$ cat config.mk
export PLATFORM = sky130hd
export DESIGN_NAME = undirected_edge_table_path_finder_unit
export DESIGN_NICKNAME = d
export VERILOG_FILES = /design/src/design/uetpf_pkg.sv /design/src/design/uet_ram.sv /design/src/design/undirected_edge_table_path_finder_unit.sv
export VERILOG_INCLUDE_DIRS = /design/src /design/src/design
export SDC_FILE = /design/constraint.sdc
export NUM_CORES = 1
export LEC_CHECK = 0
export BUFFER_PORTS_ARGS = -buffer_cell sky130_fd_sc_hd__buf_2
export CAP_MARGIN = 25
export CORE_ASPECT_RATIO = 1.25
export CORE_MARGIN = 8
export CORE_UTILIZATION = 25
export DETAILED_ROUTE_END_ITERATION = 8
export PLACE_DENSITY = 0.43
export SYNTH_ARGS = -nofsm -noshare
export SYNTH_HDL_FRONTEND = slang
export SYNTH_SLANG_ARGS = --single-unit
export TNS_END_PERCENT = 50
$ cat constraint.sdc
create_clock -name clk_i -period 9.2 [get_ports clk_i]
set_clock_uncertainty 0.05 [all_clocks]
set_input_delay 1.84 -clock clk_i [delete_from_list [all_inputs] [get_ports clk_i]]
set_output_delay 1.84 -clock clk_i [all_outputs]
set_load 0.05 [all_outputs]
$ cat src/design/assert_macros.svh
// Assertion macros shared by the design files.
// Included by files that check properties; empty bodies under SYNTHESIS.
`ifndef ASSERT_MACROS_SVH
`define ASSERT_MACROS_SVH
`ifndef SYNTHESIS
`define UET_ASSERT(lbl, expr, msg) \
  lbl: assert property (@(posedge clk_i) disable iff (!rst_ni) (expr)) else $error(msg);
`define UET_ASSERT_IMP(lbl, ante, cons, msg) \
  lbl: assert property (@(posedge clk_i) disable iff (!rst_ni) (ante) |-> (cons)) \
    else $error(msg);
`else
`define UET_ASSERT(lbl, expr, msg)
`define UET_ASSERT_IMP(lbl, ante, cons, msg)
`endif
`endif

$ cat src/design/uetpf_pkg.sv
// Types and codes of the edge table path finder.
// No dependencies.
package uetpf_pkg;

  localparam int unsigned CmdW   = 3;
  localparam int unsigned VtxW   = 8;
  localparam int unsigned StatW  = 2;
  localparam int unsigned IdxW   = 5;
  localparam int unsigned CntW   = 6;

  typedef enum logic [CmdW-1:0] {
    CMD_ADD    = 3'd0,
    CMD_REMOVE = 3'd1,
    CMD_LOOKUP = 3'd2,
    CMD_DEGREE = 3'd3,
    CMD_CLEAR  = 3'd4,
    CMD_PATH   = 3'd5
  } cmd_e;

  typedef enum logic [StatW-1:0] {
    ST_OK       = 2'd0,
    ST_FULL     = 2'd1,
    ST_NOTFOUND = 2'd2,
    ST_NOPATH   = 2'd3
  } status_e;

  typedef enum logic [7:0] {
    S_IDLE  = 8'b0000_0001,
    S_DISP  = 8'b0000_0010,
    S_SCAN  = 8'b0000_0100,
    S_SHIFT = 8'b0000_1000,
    S_POP   = 8'b0001_0000,
    S_EMRD  = 8'b0010_0000,
    S_EMWR  = 8'b0100_0000,
    S_RESP  = 8'b1000_0000
  } state_e;

  typedef struct packed {
    logic [VtxW-1:0]  path_vertex;
    logic [CntW-1:0]  edge_count;
    logic [CntW-1:0]  degree_count;
    logic [IdxW-1:0]  edge_index;
    logic             found;
    logic [StatW-1:0] status;
  } res_t;

endpackage

$ cat src/design/uet_ram.sv
// Single-port-write, single-port-read synchronous memory, registered read.
// No dependencies.
module uet_ram #(
  parameter int unsigned Width = 16,
  parameter int unsigned Depth = 32,
  parameter int unsigned AddrW = 5
) (
  input  logic             clk_i,
  input  logic             we_i,
  input  logic [AddrW-1:0] waddr_i,
  input  logic [Width-1:0] wdata_i,
  input  logic             re_i,
  input  logic [AddrW-1:0] raddr_i,
  output logic [Width-1:0] rdata_o
);

  logic [Width-1:0] mem [Depth];
  logic [Width-1:0] rdata_q;

  always_ff @(posedge clk_i) begin
    if (we_i) begin
      mem[waddr_i] <= wdata_i;
    end
  end

  always_ff @(posedge clk_i) begin
    if (re_i) begin
      rdata_q <= mem[raddr_i];
    end
  end

  assign rdata_o = rdata_q;

endmodule

$ cat src/design/undirected_edge_table_path_finder_unit.sv
// Channel   Dir  Signals                     Payload
// s_axis    in   tvalid tready tdata[23:0]   command, vertex_a, vertex_b
// m_axis    out  tvalid tready tdata[31:0]   status..path_vertex; tlast = last
//
// Add, clear and unknown commands answer straight from dispatch. Lookup, a remove that
// misses and degree scan the edge memory one entry a cycle; a remove that matches stops
// its scan at the match and shifts the later entries up. Path search rescans from entry 0
// after every push and pop, and reads each emitted vertex back from the stack memory.
// Reset clears control state only; memories need no clearing.
// A stalled output holds the engine; a new word is accepted once the last
// result of the previous one sits in the output register.
// Depends on uetpf_pkg, uet_ram and assert_macros.svh.
`include "assert_macros.svh"
module undirected_edge_table_path_finder_unit
  import uetpf_pkg::*;
#(
  parameter int unsigned MAX_EDGES   = 32,
  parameter int unsigned VERTEX_BITS = 8
) (
  input  logic        clk_i,
  input  logic        rst_ni,
  input  logic        s_axis_tvalid_i,
  output logic        s_axis_tready_o,
  // command[2:0], vertex_a[10:3], vertex_b[18:11], zero fill
  input  logic [23:0] s_axis_tdata_i,
  output logic        m_axis_tvalid_o,
  input  logic        m_axis_tready_i,
  // status[1:0], found[2], edge_index[7:3], degree_count[13:8],
  // edge_count[19:14], path_vertex[27:20], zero fill
  output logic [31:0] m_axis_tdata_o,
  output logic        m_axis_tlast_o
);

  localparam int unsigned IW = $clog2(MAX_EDGES);
  localparam int unsigned CW = $clog2(MAX_EDGES + 1);
  localparam int unsigned SW = $clog2(MAX_EDGES + 1);
  localparam int unsigned DW = $clog2(MAX_EDGES + 2);
  localparam int unsigned VB = VERTEX_BITS;

  state_e            state_q, state_d;
  logic [CmdW-1:0]   cmd_q, cmd_d;
  logic [VB-1:0]     a_q, a_d, b_q, b_d, top_q, top_d;
  logic [CW-1:0]     held_q, held_d, scan_q, scan_d, deg_q, deg_d;
  logic              rv_q, rv_d;
  logic [IW-1:0]     ridx_q, ridx_d, mi_q, mi_d;
  logic [MAX_EDGES-1:0] used_q, used_d;
  logic [DW-1:0]     depth_q, depth_d;
  logic [SW-1:0]     k_q, k_d;
  res_t              res_q, res_d, out_q, out_d;
  logic              ov_q, ov_d, olast_q, olast_d;

  logic              e_we, e_re, s_we, s_re;
  logic [IW-1:0]     e_waddr, e_raddr;
  logic [2*VB-1:0]   e_wdata, e_rdata;
  logic [SW-1:0]     s_waddr, s_raddr;
  logic [VB-1:0]     s_wdata, s_rdata;

  logic [VB-1:0]     ea, eb, other;
  logic              touch, hit, out_free, issue, scan_end;

  uet_ram #(.Width(2 * VB), .Depth(MAX_EDGES), .AddrW(IW)) u_edges (
    .clk_i, .we_i(e_we), .waddr_i(e_waddr), .wdata_i(e_wdata),
    .re_i(e_re), .raddr_i(e_raddr), .rdata_o(e_rdata)
  );

  uet_ram #(.Width(VB), .Depth(MAX_EDGES + 1), .AddrW(SW)) u_stack (
    .clk_i, .we_i(s_we), .waddr_i(s_waddr), .wdata_i(s_wdata),
    .re_i(s_re), .raddr_i(s_raddr), .rdata_o(s_rdata)
  );

  function automatic res_t mk_res(logic [StatW-1:0] st, logic fnd, logic [IW-1:0] idx,
                                  logic [CW-1:0] deg, logic [CW-1:0] cnt,
                                  logic [VB-1:0] vtx);
    res_t r;
    r.status       = st;
    r.found        = fnd;
    r.edge_index   = IdxW'(idx);
    r.degree_count = CntW'(deg);
    r.edge_count   = CntW'(cnt);
    r.path_vertex  = VtxW'(vtx);
    return r;
  endfunction

  assign out_free = !ov_q || m_axis_tready_i;
  assign ea       = e_rdata[2*VB-1:VB];
  assign eb       = e_rdata[VB-1:0];
  assign scan_end = (scan_q >= held_q) && !rv_q;
  assign issue    = scan_q < held_q;

  always_comb begin
    other = '0;
    touch = 1'b0;
    if (top_q == ea) begin
      other = eb;
      touch = 1'b1;
    end else if (top_q == eb) begin
      other = ea;
      touch = 1'b1;
    end
  end
  assign hit = rv_q && !used_q[ridx_q] && touch && (other != '0);

  always_comb begin
    state_d = state_q;
    cmd_d   = cmd_q;
    a_d     = a_q;
    b_d     = b_q;
    top_d   = top_q;
    held_d  = held_q;
    scan_d  = scan_q;
    deg_d   = deg_q;
    rv_d    = 1'b0;
    ridx_d  = ridx_q;
    mi_d    = mi_q;
    used_d  = used_q;
    depth_d = depth_q;
    k_d     = k_q;
    res_d   = res_q;
    out_d   = out_q;
    olast_d = olast_q;
    ov_d    = ov_q && !m_axis_tready_i;
    e_we = 1'b0; e_waddr = '0; e_wdata = '0;
    e_re = 1'b0; e_raddr = scan_q[IW-1:0];
    s_we = 1'b0; s_waddr = '0; s_wdata = '0;
    s_re = 1'b0; s_raddr = k_q;

    case (state_q)
      S_IDLE: begin
        if (s_axis_tvalid_i) begin
          cmd_d   = s_axis_tdata_i[2:0];
          a_d     = VB'(s_axis_tdata_i[10:3]);
          b_d     = VB'(s_axis_tdata_i[18:11]);
          state_d = S_DISP;
        end
      end
      S_DISP: begin
        scan_d = '0;
        deg_d  = '0;
        case (cmd_q)
          CMD_ADD: begin
            state_d = S_RESP;
            if (held_q >= CW'(MAX_EDGES)) begin
              res_d = mk_res(ST_FULL, 1'b0, '0, '0, held_q, '0);
            end else begin
              e_we    = 1'b1;
              e_waddr = held_q[IW-1:0];
              e_wdata = {a_q, b_q};
              held_d  = held_q + 1'b1;
              res_d   = mk_res(ST_OK, 1'b0, '0, '0, held_q + 1'b1, '0);
            end
          end
          CMD_REMOVE, CMD_LOOKUP, CMD_DEGREE: state_d = S_SCAN;
          CMD_CLEAR: begin
            held_d  = '0;
            res_d   = mk_res(ST_OK, 1'b0, '0, '0, '0, '0);
            state_d = S_RESP;
          end
          CMD_PATH: begin
            if (b_q == '0) begin
              res_d   = mk_res(ST_OK, 1'b0, '0, '0, held_q, a_q);
              state_d = S_RESP;
            end else begin
              used_d  = '0;
              s_we    = 1'b1;
              s_waddr = '0;
              s_wdata = a_q;
              depth_d = DW'(1);
              top_d   = a_q;
              state_d = S_SCAN;
            end
          end
          default: begin
            res_d   = mk_res(ST_OK, 1'b0, '0, '0, held_q, '0);
            state_d = S_RESP;
          end
        endcase
      end
      S_SCAN: begin
        // one read issued per cycle, the previous one compared
        if (issue) begin
          e_re   = 1'b1;
          scan_d = scan_q + 1'b1;
          rv_d   = 1'b1;
          ridx_d = scan_q[IW-1:0];
        end
        case (cmd_q)
          CMD_LOOKUP, CMD_REMOVE: begin
            if (rv_q && (((ea == a_q) && (eb == b_q)) || ((ea == b_q) && (eb == a_q)))) begin
              mi_d = ridx_q;
              if (cmd_q == CMD_LOOKUP) begin
                res_d   = mk_res(ST_OK, 1'b1, ridx_q, '0, held_q, '0);
                state_d = S_RESP;
              end else begin
                scan_d  = CW'(ridx_q) + 1'b1;
                rv_d    = 1'b0;
                state_d = S_SHIFT;
              end
            end else if (scan_end) begin
              res_d   = mk_res(ST_NOTFOUND, 1'b0, '0, '0, held_q, '0);
              state_d = S_RESP;
            end
          end
          CMD_DEGREE: begin
            if (rv_q && ((ea == a_q) || (eb == a_q))) begin
              deg_d = deg_q + 1'b1;
            end
            if (scan_end) begin
              res_d   = mk_res(ST_OK, 1'b0, '0, deg_q, held_q, '0);
              state_d = S_RESP;
            end
          end
          default: begin
            if (hit) begin
              // push the far end, mark the edge, restart from entry 0
              used_d[ridx_q] = 1'b1;
              s_we    = 1'b1;
              s_waddr = depth_q[SW-1:0];
              s_wdata = other;
              depth_d = depth_q + 1'b1;
              top_d   = other;
              scan_d  = '0;
              rv_d    = 1'b0;
              if (other == b_q) begin
                k_d     = '0;
                state_d = S_EMRD;
              end
            end else if (scan_end) begin
              depth_d = depth_q - 1'b1;
              if (depth_q == DW'(1)) begin
                res_d   = mk_res(ST_NOPATH, 1'b0, '0, '0, held_q, '0);
                state_d = S_RESP;
              end else begin
                s_re    = 1'b1;
                s_raddr = SW'(depth_q - DW'(2));
                state_d = S_POP;
              end
            end
          end
        endcase
      end
      S_SHIFT: begin
        if (issue) begin
          e_re   = 1'b1;
          scan_d = scan_q + 1'b1;
          rv_d   = 1'b1;
          ridx_d = scan_q[IW-1:0];
        end
        if (rv_q) begin
          e_we    = 1'b1;
          e_waddr = ridx_q - 1'b1;
          e_wdata = e_rdata;
        end
        if (scan_end) begin
          held_d  = held_q - 1'b1;
          res_d   = mk_res(ST_OK, 1'b1, mi_q, '0, held_q - 1'b1, '0);
          state_d = S_RESP;
        end
      end
      S_POP: begin
        top_d   = s_rdata;
        scan_d  = '0;
        state_d = S_SCAN;
      end
      S_EMRD: begin
        s_re    = 1'b1;
        state_d = S_EMWR;
      end
      S_EMWR: begin
        if (out_free) begin
          ov_d    = 1'b1;
          out_d   = mk_res(ST_OK, 1'b0, '0, '0, held_q, s_rdata);
          olast_d = (DW'(k_q) + 1'b1) == depth_q;
          if (olast_d) begin
            state_d = S_IDLE;
          end else begin
            k_d     = k_q + 1'b1;
            state_d = S_EMRD;
          end
        end
      end
      S_RESP: begin
        if (out_free) begin
          ov_d    = 1'b1;
          out_d   = res_q;
          olast_d = 1'b1;
          state_d = S_IDLE;
        end
      end
      default: state_d = S_IDLE;
    endcase
  end

  always_ff @(posedge clk_i or negedge rst_ni) begin
    if (!rst_ni) begin
      state_q <= S_IDLE;
      held_q  <= '0;
      used_q  <= '0;
      depth_q <= '0;
      rv_q    <= 1'b0;
      ov_q    <= 1'b0;
    end else begin
      state_q <= state_d;
      held_q  <= held_d;
      used_q  <= used_d;
      depth_q <= depth_d;
      rv_q    <= rv_d;
      ov_q    <= ov_d;
    end
  end

  always_ff @(posedge clk_i) begin
    cmd_q   <= cmd_d;
    a_q     <= a_d;
    b_q     <= b_d;
    top_q   <= top_d;
    scan_q  <= scan_d;
    deg_q   <= deg_d;
    ridx_q  <= ridx_d;
    mi_q    <= mi_d;
    k_q     <= k_d;
    res_q   <= res_d;
    out_q   <= out_d;
    olast_q <= olast_d;
  end

  assign s_axis_tready_o = (state_q == S_IDLE);
  assign m_axis_tvalid_o = ov_q;
  assign m_axis_tdata_o  = {4'b0, out_q};
  assign m_axis_tlast_o  = olast_q;

  `UET_ASSERT(a_held_range, held_q <= CW'(MAX_EDGES), "edge count beyond table size")
  `UET_ASSERT(a_depth_range, depth_q <= DW'(MAX_EDGES + 1), "stack depth overflow")
  `UET_ASSERT_IMP(a_emit_in_stack, state_q == S_EMWR, (DW'(k_q) < depth_q),
                  "emit index past stack top")

endmodule

==> results.toml, run 1 <==
[synth]
synth_most_common_cell = "edfxtp_1"
synth_cell_types = 81
synthCells = 2416
ys_async_sr_fraction_pct = 5.590
netlist.area_leader.share_pct = 67.85
synth_warnings = 0
synth_top_cell_by_area = "edfxtp_1"
syn_area_sq_um = 40360
synth_commonest_cells = "edfxtp_1 (912), nor2_1 (190), mux4_2 (169)"
synthTopCellsByArea = "edfxtp_1 (68%), mux4_2 (9.4%), dfrtp_1 (3.3%)"
ys_ff_latch = 966
synth-edff-count = 912
synth_flop_cell = "edfxtp_1"
yosysSeqAreaShare_pct = 71.20
avgSynthCellArea_sq_um = 16.71

[critical_path]
required_ns = 9.60
r2r-end = "u_stack.rdata_o[1]"
crit_slowest_cell = "buf_4"
worstPathArrival_ns = 6.26
worstSetupPathType = "flop to flop"
startpoint_type = "flop"
timing.rr.start = "scan_q[3]"
rr_worst_depth = 15
reg2reg_slack_ns = 3.34
cp_cell_sequence = "buf_4 > ha_1 > and3_1 > a221oi_1 > o21a_1 > buf_4 > nor3_4 > buf_4 > nor2_4 > buf_4 > buf_4 > mux2_2 > a2111oi_0 > nand4bb_1 > o211a_1"
crit_fanout = 52
cp-end-kind = "flop"
max_stage_delay_ns = 0.75
path_common_cell = "buf_4"

[power]
p_leak_nw = 15.99
vdd_drop_max_v = 0.0001454
p_per_area_nw_per_um2 = 228.1
power_mw = 10.71

[layout]
syn2layout_area_growth_pct = 16.38
fillCellCount = 15990
num-nets-final = 2579
seqCellArea_sq_um = 28740
final_layout_size_suffix_gt1_share_pct = 21.77
multiInputGateArea_sq_um = 11160
finalNonFillerCells = 4698
final_area_sq_um = 46980

[die]
io_pins = 63
die_w_um = 375.4
rows = 165
die_area_sq_um = 174700
die_height_um = 465.3
core-area_sq_um = 161000
start_util_pct = 25.07

[route]
viasPerCell = 4.731
first_pass_iters = 6
ant_nets = 0
wirelength_um = 113900
wire_per_inst_um = 24.24
drc = 0
via_count = 22230
first_iter_violations = 2067

[global_routing]
gr-usage-all-layers_pct = 12.68
grt_pass1_vias = 23260
antenna_found_initial = 3
overflow = 0
grt_max_degree = 133
grt_pass1_wl_um = 164100

[min_path]
hold_class = "flop to flop"
worstHoldStart = "used_q[18]"
hold_path_end = "used_q[18]"
min_path_cells = 2

[place]
portBuffers = 53
hpwlAfterDp_um = 70590
dp_cells = 4492
placed_area_sq_um = 43500
gp_congestion = 0.8125

[sta]
period_share_pct = 63.69
final-hold-violation-count = 0
setup_viol = 0
tightestPinTransition_ns = 1.055
min_period_ns = 5.859
slew_headroom_pct = 27.64
fin_setup_tns_ns = 0
fmax_mhz = 170.7
rsz0062_at_grt = "no"
final-max-slew-violation-count = 0

[clocking]
clock-root-buffer = "clkbuf_16"
cts_max_path_buffers = 3
cts_setup_buffers = 0
cts_sinks = 966
cts_tree = "done"
ctsHoldBuffers = 0
clkTransAtPathRegs_ns = 0.06
clock_latency_ns = 0.72
cts_max_level = 3
cts_resized = 0
numCtsBuffers = 101

[run_status]
status = "finished clean"

[flow_run]
maxCapViolCount = 0
## per-layer routing
metal / GRT usage [%] / wire, um / up-vias
li1: - / - / 9772
met1: 16.31 / 47810 / 11620
met2: 21.95 / 56900 / 668
met3: 2.168 / 6298 / 168
met4: 3.597 / 2847 / 0
met5: 0 / 0 / -
## critical path, delay by kind of cell (launching register included)
kind | cells | cell delay, ns
AOI/OAI and AO/OA | 4 | 1.34
adders and majority gates | 1 | 0.38
buffers and inverters | 5 | 2.50
DFF | 1 | 0.32
muxes | 1 | 0.42
and+or+nand+nor | 4 | 0.52
## state kept, by name, indices dropped and copies added (netlist names), 8 cells and up
signal / count
res_q: 28
u_edges.mem: 512
a_q: 8
used_q: 32
m_axis_tdata_o: 28
u_stack.mem: 264
u_stack.rdata_o: 8
u_edges.rdata_o: 16
b_q: 8
state_q: 8
top_q: 8
## placed cells by master (no fill, tap or decap), types with 24 or more instances in the layout
cell and n:
edfxtp_1 912, mux4_2 169, nor2_1 156, nand2_1 130, a21oi_1 109, clkbuf_16 102
o21ai_0 75, buf_4 65, nand3_1 62, mux2_2 62, xnor2_1 59, dfrtp_1 53
buf_2 53, mux2i_1 45, and2_1 43, nor2_2 29, clkbuf_1 29, a22o_1 28
nor3_1 28, clkinv_1 27, o22ai_1 25, xor2_1 24
## layout make-up
class                   instances  share of cell area [%]
multi-input cells            1290                   23.75
clock buffers                 130                   5.612
well taps                    2087                   5.559
clock inverters                54                   1.020
diodes                          2                 0.01065
inverters                      21                  0.1678
flip-flops and latches        966                   61.18
repair buffers                148                   2.703
## logic make-up after synthesis
| group | share of synthesized area [%] |
|---|---|
| AO/OA/AOI/OAI | 5.673 |
| XOR/XNOR | 1.801 |
| adder cells (fa/ha/maj) | 0.7129 |
| buffers and inverters | 1.680 |
| flip-flops | 71.20 |
| multiplexers | 12.36 |
| other | 0.009290 |
| AND/OR/NAND/NOR | 6.568 |
## stage by stage
step / worst slack (ns) / util (%) / hold slack (ns)
global route: 2.841 / 29.17 / 0.4745
finish: 3.341 / 29.17 / 0.4458
floorplan: 3.860 / - / 0.4023
detailed placement: 3.190 / 27.02 / 0.4284
CTS: 3.198 / 28.95 / 0.4428
global placement: 3.250 / 26.92 / 0.4204
## worst max-delay path by stage
stage	from	end	slack, ns	cells past startpoint
global route	scan_q[3]	u_stack.rdata_o[1]	2.84	15
finish	scan_q[3]	u_stack.rdata_o[1]	3.34	15
detailed placement	scan_q[3]	u_stack.rdata_o[1]	3.19	15
CTS	scan_q[3]	u_stack.rdata_o[1]	3.20	15
global placement	scan_q[3]	u_stack.rdata_o[1]	3.25	15
floorplan	scan_q[0]	res_q[0]	3.86	12
## power by group
group          internal, mW  switching [mW]
Combinational         0.673           0.972
Clock                  2.19            1.71
Sequential             4.96           0.203
Total                  7.83            2.89
(Power assumes the default switching activity.)
==> run 2: changes to the inputs <==
- clock period: 9.2 -> 5.5 ns (I/O delays scaled with it)
==> run 2 against run 1 <==
Compared with the run above: sequential power rose by 67%; non-clock buffer count rose by 38; routed wire length rose by 1.4%; largest cell class unchanged; critical path depth fell by 2; flip-flop and latch count did not move; count of clock-buffer cells in the layout fell by 5.
==> results.toml, run 2 (same netlist as run 1, synthesis figures left out) <==
[sta]
min_period_ns = 4.773
final-hold-violation-count = 0
fmax_mhz = 209.5
tightestPinTransition_ns = 1.022
setup_viol = 0
period_share_pct = 86.79
slew_headroom_pct = 31.85
fin_setup_tns_ns = 0
rsz0062_at_grt = "no"
final-max-slew-violation-count = 0

[clocking]
clkTransAtPathRegs_ns = 0.06
clock_latency_ns = 0.73
cts_max_level = 3
cts_sinks = 966
clock-root-buffer = "clkbuf_16"
numCtsBuffers = 102
cts_tree = "done"
cts_setup_buffers = 0
cts_resized = 0
cts_max_path_buffers = 3
ctsHoldBuffers = 0

[power]
vdd_drop_max_v = 0.0002197
p_leak_nw = 16.43
p_comb_share_pct = 15.3
power.net_switching_mw = 4.912
p_sw_share_pct = 27.33
p_per_area_nw_per_um2 = 379.5
pwr-share-seq_pct = 47.9
power_frac_clock_pct = 36.8
p_int_mw = 13.06

[die]
io_pins = 63
die_w_um = 375.4
rows = 165
die_height_um = 465.3
start_util_pct = 25.07
core-area_sq_um = 161000
die_area_sq_um = 174700

[critical_path]
timing.rr.start = "held_q[3]"
startpoint_type = "flop"
r2r-end = "u_stack.rdata_o[2]"
reg2reg_slack_ns = 0.73
worstPathArrival_ns = 5.16
crit_fanout = 25
worstSetupPathType = "flop to flop"
required_ns = 5.89
rr_worst_depth = 13
cp-end-kind = "flop"

[place]
portBuffers = 53
gp_congestion = 0.8083
hpwlAfterDp_um = 71840

[route]
viasPerCell = 4.746
via_count = 22490
drc = 0
wirelength_um = 115500
first_iter_violations = 1987
first_pass_iters = 5
wire_per_inst_um = 24.37
ant_nets = 0

[global_routing]
gr-usage-all-layers_pct = 12.89
overflow = 0
globalRoute.busiestLayer = "met2"
grtUsageMet1_pct = 16.41
grt_max_degree = 95
use_met2_pct = 22.35
antenna_found_initial = 6
grt_pass1_wl_um = 166700
grt_pass1_vias = 23470
met3_usage_pct = 2.282

[layout]
final_common_cell = "edfxtp_1"
largest_registers = "u_edges.mem (512), u_stack.mem (264), used_q (32)"
num-nets-final = 2618
fin_util_pct = 29.41
largest_reg_flops = 512
top_register = "u_edges.mem"
final_layout_size_suffix_gt1_share_pct = 23.43
final_cell_mix = "edfxtp_1 (912), mux4_2 (169), nor2_1 (156)"
syn2layout_area_growth_pct = 17.33

[min_path]
worstHoldStart = "used_q[11]"
min_path_cells = 2
hold_class = "flop to flop"
hold_path_end = "used_q[11]"

[flow_run]
maxCapViolCount = 0

[run_status]
status = "finished clean"
[run 2: cell count changes in the layout (fill, tap and decap cells not counted), moves of 3 or more]
cell,change
clkbuf_1,-7
nor2_2,+4
buf_8,-3
clkinv_1,-4
buf_12,+5
inv_6,+3
nor2_4,-4
clkinv_2,+9
buf_6,-11
buf_4,+45
[run 2: worst max-delay path by stage]
stage	startpoint	endpoint	slack, ns	cells after the start
global placement	held_q[5]	u_stack.rdata_o[7]	0.65	12
CTS	held_q[3]	u_stack.rdata_o[2]	0.68	13
global route	held_q[3]	u_stack.rdata_o[2]	0.45	13
detailed placement	held_q[3]	u_stack.rdata_o[2]	0.71	13
finish	held_q[3]	u_stack.rdata_o[2]	0.73	13
floorplan	scan_q[0]	res_q[0]	0.16	12
[run 2: stage by stage]
| stage | hold slack [ns] | instances | power, mW | cell area, sq um | worst slack (ns) |
|---|---|---|---|---|---|
| 2_1_floorplan | 0.4023 | 2419 | 10.53 | 40380 | 0.1602 |
| 3_3_place_gp | 0.4215 | 4532 | 11.48 | 43770 | 0.6486 |
| 3_5_place_dp | 0.4267 | 4534 | 11.52 | 43800 | 0.7131 |
| 4_1_cts | 0.4231 | 4722 | 18.19 | 47000 | 0.6810 |
| 5_1_grt | 0.4456 | 4738 | 18.70 | 47360 | 0.4491 |
| 6_report | 0.4433 | 4739 | 17.97 | 47360 | 0.7268 |
[run 2: power by group through the flow]
| stage | sequential, mW | clock (mW) | combinational (mW) |
|---|---|---|---|
| 4_1_cts | 8.61 | 6.81 | 2.77 |
| 6_report | 8.61 | 6.62 | 2.75 |
| 3_5_place_dp | 8.76 | 0 | 2.77 |
| 3_3_place_gp | 8.75 | 0 | 2.72 |
| 5_1_grt | 8.63 | 7.09 | 2.98 |
| 2_1_floorplan | 8.64 | 0 | 1.89 |
[run 2: routing by layer]
layer,routed length (um),up-vias
met5,0,-
met4,3158,0
met3,6180,151
met2,57810,724
met1,48340,11770
li1,-,9849
[run 2: final cells by class]
type	count	area, sq um
sequential	966	28740
multi-input combinational	1290	11140
antenna	1	2.502
inverter	21	78.83
fill	15900	113700
tap	2087	2611
timing repair buffer	186	1594
clock buffer	125	2660
clock inverter	63	539.3
[run 2: worst max-delay path, stage by stage, from the launching register on]
cell and delay, ns:
dfrtp_1 0.46, inv_1 0.18, ha_1 0.31, and3_1 0.19, a221oi_1 0.29, buf_4 0.17, o21a_1 0.64, nor3_4 0.10
nor2_4 0.45, buf_12 0.25, mux2_2 0.35, a222oi_1 0.68, a31o_1 0.28, a21oi_1 0.06
==> run 3: changes to the inputs <==
- CAP_MARGIN: 25 -> not set
- HOLD_SLACK_MARGIN: not set -> 0.12
- RECOVER_POWER: not set -> 50
==> run 3 against run 2 <==
Compared with the run above: the run now ends with capacitance limit, slew limit left; setup slack worse by 0.20 ns; sequential power about the same; non-clock buffer count down 18; combinational power down 2%; first-iteration DRC count up 5.0%; register-to-register slack worse by 0.20 ns; clock power down 1%; flip-flop and latch count unchanged; critical path depth down 5.
==> results.toml, run 3 (same netlist as run 1, synthesis figures left out) <==
[sta]
tightestPinTransition_ns = 3.573
final-hold-violation-count = 0
fmax_mhz = 201.2
final-max-slew-violation-count = 320
rsz0062_at_grt = "no"
fin_setup_tns_ns = 0
period_share_pct = 90.35
setup_viol = 0
slew_headroom_pct = -138.2
min_period_ns = 4.969

[run_status]
violations = "capacitance limit, slew limit"
status = "finished with violations"

[critical_path]
cp_cell_sequence = "nor4_1 > nand4b_4 > clkbuf_1 > nor2_1 > nand3_1 > buf_4 > o31ai_2 > buf_4"
cp-end-kind = "flop"
worstSetupPathType = "flop to flop"
path_common_cell = "buf_4"
crit_path_start = "state_q[7]"
cp_top_family = "simple AND/OR/NAND/NOR gates"
startpoint_type = "flop"
worstPathArrival_ns = 5.45
crit_slowest_cell = "o31ai_2"
rr_worst_depth = 8
crit_fanout = 23
r2r-end = "u_stack.mem[25][4]"
reg2reg_slack_ns = 0.53
timing.rr.start = "state_q[7]"
required_ns = 5.98
path_buf_inv = 3
max_stage_delay_ns = 1.15

[clocking]
cts_max_path_buffers = 3
cts_tree = "done"
cts_sinks = 966
clock_latency_ns = 0.74
cts_max_level = 3
numCtsBuffers = 100
cts_resized = 0
ctsHoldBuffers = 0
clock-root-buffer = "clkbuf_16"
cts_setup_buffers = 0
clkTransAtPathRegs_ns = 0.06

[route]
ant_nets = 0
wire_per_inst_um = 24.55
via_count = 22480
viasPerCell = 4.772
first_iter_violations = 2086
wirelength_um = 115700
drc = 0
first_pass_iters = 6

[layout]
syn2layout_area_growth_pct = 15.65
final_cell_mix = "edfxtp_1 (912), mux4_2 (169), nor2_1 (162)"
largest_reg_flops = 512
top_register = "u_edges.mem"
num-nets-final = 2598
final_layout_size_suffix_gt1_share_pct = 19.95
final_area_sq_um = 46680
fillCellCount = 16030
fin_util_pct = 28.99
seqCellArea_sq_um = 28740
final_common_cell = "edfxtp_1"
largest_registers = "u_edges.mem (512), u_stack.mem (264), used_q (32)"
multiInputGateArea_sq_um = 11070

[die]
io_pins = 63
die_area_sq_um = 174700
die_w_um = 375.4
die_height_um = 465.3
core-area_sq_um = 161000
start_util_pct = 25.07
rows = 165

[place]
portBuffers = 53
placed_area_sq_um = 43770
gp_congestion = 0.8083
hpwlAfterDp_um = 71870

[global_routing]
overflow = 0
grt_pass1_vias = 23360
globalRoute.busiestLayer = "met2"
grt_max_degree = 95
use_met2_pct = 22.48
antenna_found_initial = 4
met3_usage_pct = 2.183
gr-usage-all-layers_pct = 12.95
grt_pass1_wl_um = 167200
grtUsageMet1_pct = 16.44

[flow_run]
maxCapViolCount = 10

[min_path]
worstHoldStart = "used_q[11]"
hold_class = "flop to flop"
hold_path_end = "used_q[11]"
min_path_cells = 2

[power]
vdd_drop_max_v = 0.0002556
p_leak_nw = 16.01
power_mw = 17.84
p_per_area_nw_per_um2 = 382.3
==> run 3: cell types whose count changed in the layout (fill, tap and decap cells not counted), sizes merged <==
cell      delta
buf         -85
clkbuf      +66
clkinv       -7
inv          -4
bufinv       +2
clkinvlp     -2
diode        +2
==> run 3: through the flow <==
stage | setup WS, ns | hold slack, ns | cells
6_report | 0.5307 | 0.4417 | 4711
5_1_grt | 0.2207 | 0.4569 | 4708
4_1_cts | 0.6458 | 0.4096 | 4708
3_5_place_dp | 0.6582 | 0.4267 | 4532
3_3_place_gp | 0.6486 | 0.4215 | 4532
2_1_floorplan | 0.1602 | 0.4023 | 2419
==> run 3: per-layer routing <==
| metal | up-vias | routed length (um) |
|---|---|---|
| met4 | 0 | 3130 |
| met5 | - | 0 |
| li1 | 9791 | - |
| met3 | 156 | 5931 |
| met1 | 11810 | 48600 |
| met2 | 726 | 58000 |
==> run 3: report_power, final <==
part,total [mW],switching [mW],internal (mW)
registers,8.62,0.316,8.30
logic,2.70,1.62,1.08
clock network,6.53,2.90,3.63
total,17.8,4.84,13.0
==> run 3: area by class of cell <==
type | instances | area share, %
flip-flops and latches | 966 | 61.56
multi-input cells | 1290 | 23.72
well taps | 2087 | 5.594
clock buffers | 124 | 5.554
repair buffers | 168 | 2.289
clock inverters | 52 | 1.091
inverters | 21 | 0.1689
diodes | 3 | 0.01608
==> run 3: worst register-to-register path, cell delays in order (launching register included) <==
cell	delay [ns]
dfrtp_1	0.42
nor4_1	1.10
nand4b_4	0.19
clkbuf_1	0.56
nor2_1	0.52
nand3_1	0.13
buf_4	0.23
o31ai_2	1.16
buf_4	0.42
==> run 3: how the worst max path moves through the flow <==
stage | end | slack, ns | cells past startpoint
3_5_place_dp | u_stack.rdata_o[2] | 0.66 | 12
3_3_place_gp | u_stack.rdata_o[7] | 0.65 | 12
4_1_cts | u_stack.rdata_o[2] | 0.65 | 12
6_report | u_stack.mem[25][4] | 0.53 | 8
2_1_floorplan | res_q[0] | 0.16 | 12
5_1_grt | u_stack.mem[29][4] | 0.22 | 9
